[config.mk]
export PLATFORM = sky130hd
export DESIGN_NAME = rau_ctrl
export DESIGN_NICKNAME = d
export VERILOG_FILES = /design/src/hw/rtl/rational_arithmetic_unit_macros.svh /design/src/hw/rtl/rau_pkg.sv /design/src/hw/rtl/rau_ctrl.sv
export SDC_FILE = /design/constraint.sdc
export NUM_CORES = 1
export LEC_CHECK = 0
export BUFFER_PORTS_ARGS = -buffer_cell sky130_fd_sc_hd__buf_2
export CAP_MARGIN = 10
export CORE_AREA = 5 5 42 44
export CTS_BUF_LIST = sky130_fd_sc_hd__clkbuf_4 sky130_fd_sc_hd__clkbuf_8
export DETAILED_ROUTE_END_ITERATION = 16
export DIE_AREA = 0 0 47 49
export HOLD_SLACK_MARGIN = 0.06
export PLACE_DENSITY_LB_ADDON = 0.25
export SKIP_LAST_GASP = 1
export SYNTH_ARGS = -nofsm -noshare
export SYNTH_HDL_FRONTEND = slang
export SYNTH_SLANG_ARGS = --single-unit
[constraint.sdc]
create_clock -name clk -period 1.4 [get_ports clk]
set_input_delay 0 -clock clk [delete_from_list [all_inputs] [get_ports clk]]
set_output_delay 0 -clock clk [all_outputs]
set_load 0.03 [all_outputs]
[src/hw/rtl/rational_arithmetic_unit_macros.svh]
// assertion macros for the rational arithmetic unit
`ifndef RATIONAL_ARITHMETIC_UNIT_MACROS_SVH
`define RATIONAL_ARITHMETIC_UNIT_MACROS_SVH
// property that must hold whenever reset is low
`define RAU_ASSERT(label, prop, msg) \
  label: assert property (@(posedge clk) disable iff (rst) (prop)) else $error(msg);
// implication whose consequent is checked in the cycle after the antecedent
`define RAU_ASSERT_NEXT(label, ante, cons, msg) \
  label: assert property (@(posedge clk) disable iff (rst) (ante) |=> (cons)) else $error(msg);
`endif

[src/hw/rtl/rau_pkg.sv]
// ----------------------------------------------------------------------------
// rau_pkg
// shared types and constants of the rational arithmetic unit
// ----------------------------------------------------------------------------
package rau_pkg;
  localparam logic [2:0] CMD_ADD = 3'd0;
  localparam logic [2:0] CMD_SUB = 3'd1;
  localparam logic [2:0] CMD_MUL = 3'd2;
  localparam logic [2:0] CMD_DIV = 3'd3;
  localparam logic [2:0] CMD_CMP = 3'd4;

  localparam logic [1:0] ST_OK   = 2'd0;
  localparam logic [1:0] ST_ZERO = 2'd1;
  localparam logic [1:0] ST_OVF  = 2'd2;

  localparam logic [1:0] ORD_EQ = 2'd0;
  localparam logic [1:0] ORD_LT = 2'd1;
  localparam logic [1:0] ORD_GT = 2'd2;

  typedef enum logic [3:0] {
    S_IDLE,    // wait for a transaction
    S_PREP,    // decode operands
    S_GCD1,    // gcd of denominators (add/sub)
    S_DIV1,    // divide both denominators by gcd
    S_MUL1,    // cross products
    S_MUL2,    // combine
    S_GCD2,    // gcd of result parts
    S_DIV2,    // reduce
    S_FIN,     // pack result
    S_OUT      // hold result
  } state_t;

  // commands from controller to datapath
  typedef struct packed {
    logic load;
    logic prep;
    logic gcd_start;   // load gcd unit with x/y
    logic gcd_sel;     // 0 denominators, 1 result parts
    logic div_start;
    logic div_sel;
    logic mul1;
    logic mul2;
    logic fin;
  } ctrl_t;

  // status from datapath to controller
  typedef struct packed {
    logic early;       // result already decided at prep
    logic addsub;
    logic gcd_done;
    logic div_done;
    logic nm_zero;
  } stat_t;
endpackage

[src/hw/rtl/rau_ctrl.sv]
// ----------------------------------------------------------------------------
// rau_ctrl
// sequencing state machine of the rational arithmetic unit
// ----------------------------------------------------------------------------
module rau_ctrl (
  input  logic           clk,
  input  logic           rst,
  input  logic           in_valid,
  output logic           in_ready,
  output logic           out_valid,
  input  logic           out_ready,
  output rau_pkg::ctrl_t ctrl,
  input  rau_pkg::stat_t stat
);
  import rau_pkg::*;

  state_t state, state_next;
  logic   wait1;

  always_ff @(posedge clk) begin
    if (rst) begin
      state <= S_IDLE;
      wait1 <= 1'b0;
    end else begin
      state <= state_next;
      wait1 <= (state != state_next);
    end
  end

  // next state
  always_comb begin
    state_next = state;
    unique case (state)
      S_IDLE: if (in_valid) state_next = S_PREP;
      S_PREP: begin
        if (stat.early) state_next = S_FIN;
        else if (stat.addsub) state_next = S_GCD1;
        else state_next = S_MUL2;
      end
      S_GCD1: if (!wait1 && stat.gcd_done) state_next = S_DIV1;
      S_DIV1: if (!wait1 && stat.div_done) state_next = S_MUL1;
      S_MUL1: state_next = S_MUL2;
      S_MUL2: state_next = stat.nm_zero ? S_FIN : S_GCD2;
      S_GCD2: if (!wait1 && stat.gcd_done) state_next = S_DIV2;
      S_DIV2: if (!wait1 && stat.div_done) state_next = S_FIN;
      S_FIN:  state_next = S_OUT;
      S_OUT:  if (out_ready) state_next = S_IDLE;
      default: state_next = S_IDLE;
    endcase
  end

  // outputs
  always_comb begin
    ctrl = '0;
    in_ready = 1'b0;
    out_valid = 1'b0;
    unique case (state)
      S_IDLE: begin in_ready = 1'b1; ctrl.load = 1'b1; end
      S_PREP: ctrl.prep = 1'b1;
      S_GCD1: ctrl.gcd_start = wait1;
      S_DIV1: ctrl.div_start = wait1;
      S_MUL1: ctrl.mul1 = 1'b1;
      S_MUL2: ctrl.mul2 = stat.addsub;
      S_GCD2: begin ctrl.gcd_sel = 1'b1; ctrl.gcd_start = wait1; end
      S_DIV2: begin ctrl.div_sel = 1'b1; ctrl.gcd_sel = 1'b1; ctrl.div_start = wait1; end
      S_FIN:  ctrl.fin = 1'b1;
      S_OUT:  out_valid = 1'b1;
      default: ;
    endcase
  end
endmodule

* After elaboration in Yosys (flattened, before gate mapping)
Cells that the tools add are included.
Storage, ports and cells: register bits after elaboration 5, input port bits 9, output and inout port bits 11, word-level logic and storage cells 39
Cells by class: equal/unequal tests 10, mux-type cells 20, reductions and logical operators 7
Operators by type and width (count):
- case mux 4 bit (10 select lines) | 1
- two-way mux 4 bit | 8
- == test 4 x 3 -> 1 bit, second input constant | 4
- two-way mux 1 bit | 10
- == test 4 x 2 -> 1 bit, second input constant | 2
- == test 4 bit, second input constant | 2
- OR reduction 2 bit | 3
- == test 4 x 1 -> 1 bit, second input constant | 1
- zero test 4 bit | 1
- != test 4 bit | 1
- two-way mux 3 bit | 1
- logical AND 1 bit | 2
- zero test 1 bit | 1

* Depth between registers and ports, before layout
word-level depth 5, gate-level depth with buffers 6, mapped depth without buffers 5

* Worst setup path before layout
No wires, ideal clock.
path kind register to register, from reg state[3], to reg wait1, setup time 0.135 ns, data arrival time 1.651 ns, data required time 1.265 ns, setup slack -0.386 ns, stages on the path, launching flop included 7, buffers on the path 1, path through dfxtp_1 buf_6 nor4_2 a2bb2oi_1 nand4_2 xnor2_1 a41oi_2
On the way: longest elaborated chain between the ends 3
Ends and longest elaborated chain:
- start: declaration | line rau_ctrl.sv:17 | state_t state, state_next;
- start signal: assignment | line rau_ctrl.sv:25 | state <= state_next;
- == test 4 bit, or another cell as far along | line rau_ctrl.sv:33 | unique case (state)
- case mux 4 bit (10 select lines) | line rau_ctrl.sv:33
- != test 4 bit * | line rau_ctrl.sv:26 | wait1 <= (state != state_next);
- end signal: assignment | line rau_ctrl.sv:26
- end: declaration | line rau_ctrl.sv:18 | logic wait1;
Every way passes the cells marked *; elsewhere a longest branch is shown, timed or not. A chain may end at the register's enable or synchronous reset.

* Worst setup path after layout
from reg state[0], to reg wait1
The elaborated chain is that of the path after synthesis.

==> metrics.txt <==
min Tclk post-route=1.39 ns; Die Y=49 µm; Starting Density=0.360; Clk Latency, worst-skew pair=around 0.25 ns; r2r startpoint=state[0]; H-Tree Depth=1; core area=1400 µm²; DP HPWL=1230 µm; syn_nets=72; clk sink count=5; layout cell share with drive strength beyond 1=0.642; Setup Skew=0.0125 ns; cell count after placement=116; kind of critical path=reg -> reg; site row count=14; Netlist cell types=30; filler cell count=122; Worst-path clk slew=0.05 ns; routed wirelength normalized by instance count=14.9 µm; f_max=just over 700 MHz; leak pwr=between 0.4 and 0.5 nW; fin util=0.647; placer congestion estimate=0.813; Power Dens Cells=1090 nW/µm²; status=complete, no violations; # IOs=20; hold path depth=4; final hold vios=0; initial antenna violation count=0; NumNets Final=116; Hold Crit Class=in -> reg; Synth Register Bits=5; VDD IR max=0.618 mV; clk buf depth=2; total track usage=0.159; first-pass GRT wire length=2700 µm; Max Slew Vio Count=0; fin crit share=0.993; post-synthesis cell area=504 µm²; Via Count=669; # diodes=0; Syn Area/Cell=8.00 µm²; Die Wd=roughly 47 µm; logic gate share of total power=0.588; CTS Buf Count=3; CTS tree=yes; pre-CTS setup slack=-0.0893 ns; CP Data Required Time=between 1.5 and 2 ns; CTS Root Cell=clkbuf_4; grt total ovfl=0; total power=993 µW; Cells after Synth=63; fin cells=~120; die footprint=between 2000 and 2500 µm²; largest net degree at the start of global routing=9; Hold Worst Slack=0.0948 ns; net switching power=402 µW; PortBufs=19; first-pass iteration count of the detailed router=4; worst-margin pin slew=0.323 ns; area delta synth->final=79.9%; crit end category=register; post-synthesis sequential area ratio=0.199; Max-Cap Viols=0; DRT iter0 DRCs=15; clock share of power=0.197; via/cell ratio=about 5.5; worst reg2reg path depth=4; Routed Antenna Nets=0; Total Wirelength=1810 µm; Worst setup startpoint=state[0]; Worst Slack Setup Final=between 0.009 and 0.01 ns; Worst Hold Launch=stat[4]; Sw Ratio=0.405; critical path launch point type=register; CP arrival=1.57 ns; final setup violating endpoints=0; RSZ-0062 raised after global routing=yes; P_int=591 µW; DRC viols=0; power share of the sequential group=0.215; vias in the first global route=between 600 and 700; Warnings, synthesis=0; worst rel slew slack=0.783; critical path peak fanout=7
[registers in the layout, summed over array words and instances, names as in the netlist]
name,cells
state,4
wait1,1
[final timing paths]
kind | endpoint | slack [ns]
hold / removal | state[1] | 0.09
setup / recovery | wait1 | 0.01
setup reg to reg | wait1 | 0.01
hold reg to reg | state[1] | 0.73
[stage by stage]
step	instance area [µm²]	setup TNS (ns)
global route	907	-0.185
global placement	772	-0.0982
detailed placement	772	-0.0893
finish	907	0
CTS	868	-0.00396
floorplan	520	-0.137
[worst max-delay path, cell delays in order, from the launching register on]
cell     delay, ns
dfxtp_4       0.37
or2b_4        0.30
nor3_1        0.31
o21ai_0       0.17
a41oi_2       0.17
[cells in the final DEF, fill, tap and decap left out, types with 3 or more instances in the layout]
cell type  instances
a31oi_1            3
nor2_1             5
buf_2             14
dfxtp_4            3
buf_4             26
nand2_1            4
nor3_1             3
clkbuf_4           4
inv_1              3
a21oi_1            5
[layer usage]
| layer | vias up | part of all wire | routed length (µm) | track usage |
|---|---|---|---|---|
| met1 | 315 | 0.37 | 674 | 0.178 |
| li1 | 315 | - | - | - |
| met3 | 10 | 0.054 | 98 | 0.0369 |
| met4 | 0 | 0.035 | 63 | 0.0783 |
| met2 | 29 | 0.54 | 975 | 0.267 |
| met5 | - | 0 | 0 | 0 |
[cell usage after synthesis, drive strengths merged]
master	instances	share of area
nand4	1	0.025
nor3	7	0.092
a211o	1	0.017
mux2i	1	0.020
nand2b	3	0.037
a2bb2oi	1	0.017
nand3b	1	0.015
and2	1	0.012
nor4b	1	0.030
nor4	1	0.025
or2b	1	0.022
dfxtp	5	0.20
a41oi	1	0.032
a41o	1	0.020
buf	5	0.097
a31oi	3	0.037
nand3	1	0.0099
a22o	1	0.017
nor2b	3	0.037
a21oi	5	0.050
and2b	1	0.015
nand2	4	0.030
nor3b	1	0.015
inv	3	0.022
nor2	6	0.045
o21ai	2	0.027
xnor2	2	0.035
[cell families after synthesis]
family	after synthesis	share of synthesized area
AND/OR/NAND/NOR	32	0.409
AO/OA/AOI/OAI	15	0.218
buffers and inverters	8	0.119
flip-flops	5	0.199
XOR/XNOR	2	0.0347
multiplexers	1	0.0199
[final cells by class]
cell class	count	area, µm²	share of cell area
Clock buffer	4	30.0	0.0331
Inverter	3	11.3	0.0124
Multi-Input combinational cell	50	415	0.458
Sequential cell	5	113	0.124
Tap cell	16	20.0	0.0221
Timing Repair Buffer	44	318	0.350
[timing repair]
action                     4_1_cts  5_1_grt
pin swaps                        2        2
buffers inserted                 1        0
setup endpoints to repair       10       10
hold buffers                     1        0
resized for setup               15        9
hold endpoints to repair         5        0
[power by group through the flow]
stage	logic, mW	registers [mW]	clock network (mW)
final	0.584	0.213	0.196
after global routing	0.625	0.218	0.216
after CTS	0.553	0.211	0.193
after detailed placement	0.496	0.210	0
after global placement	0.491	0.209	0
after floorplan	0.337	0.191	0
Note: power is estimated with default switching activity, not from simulation.
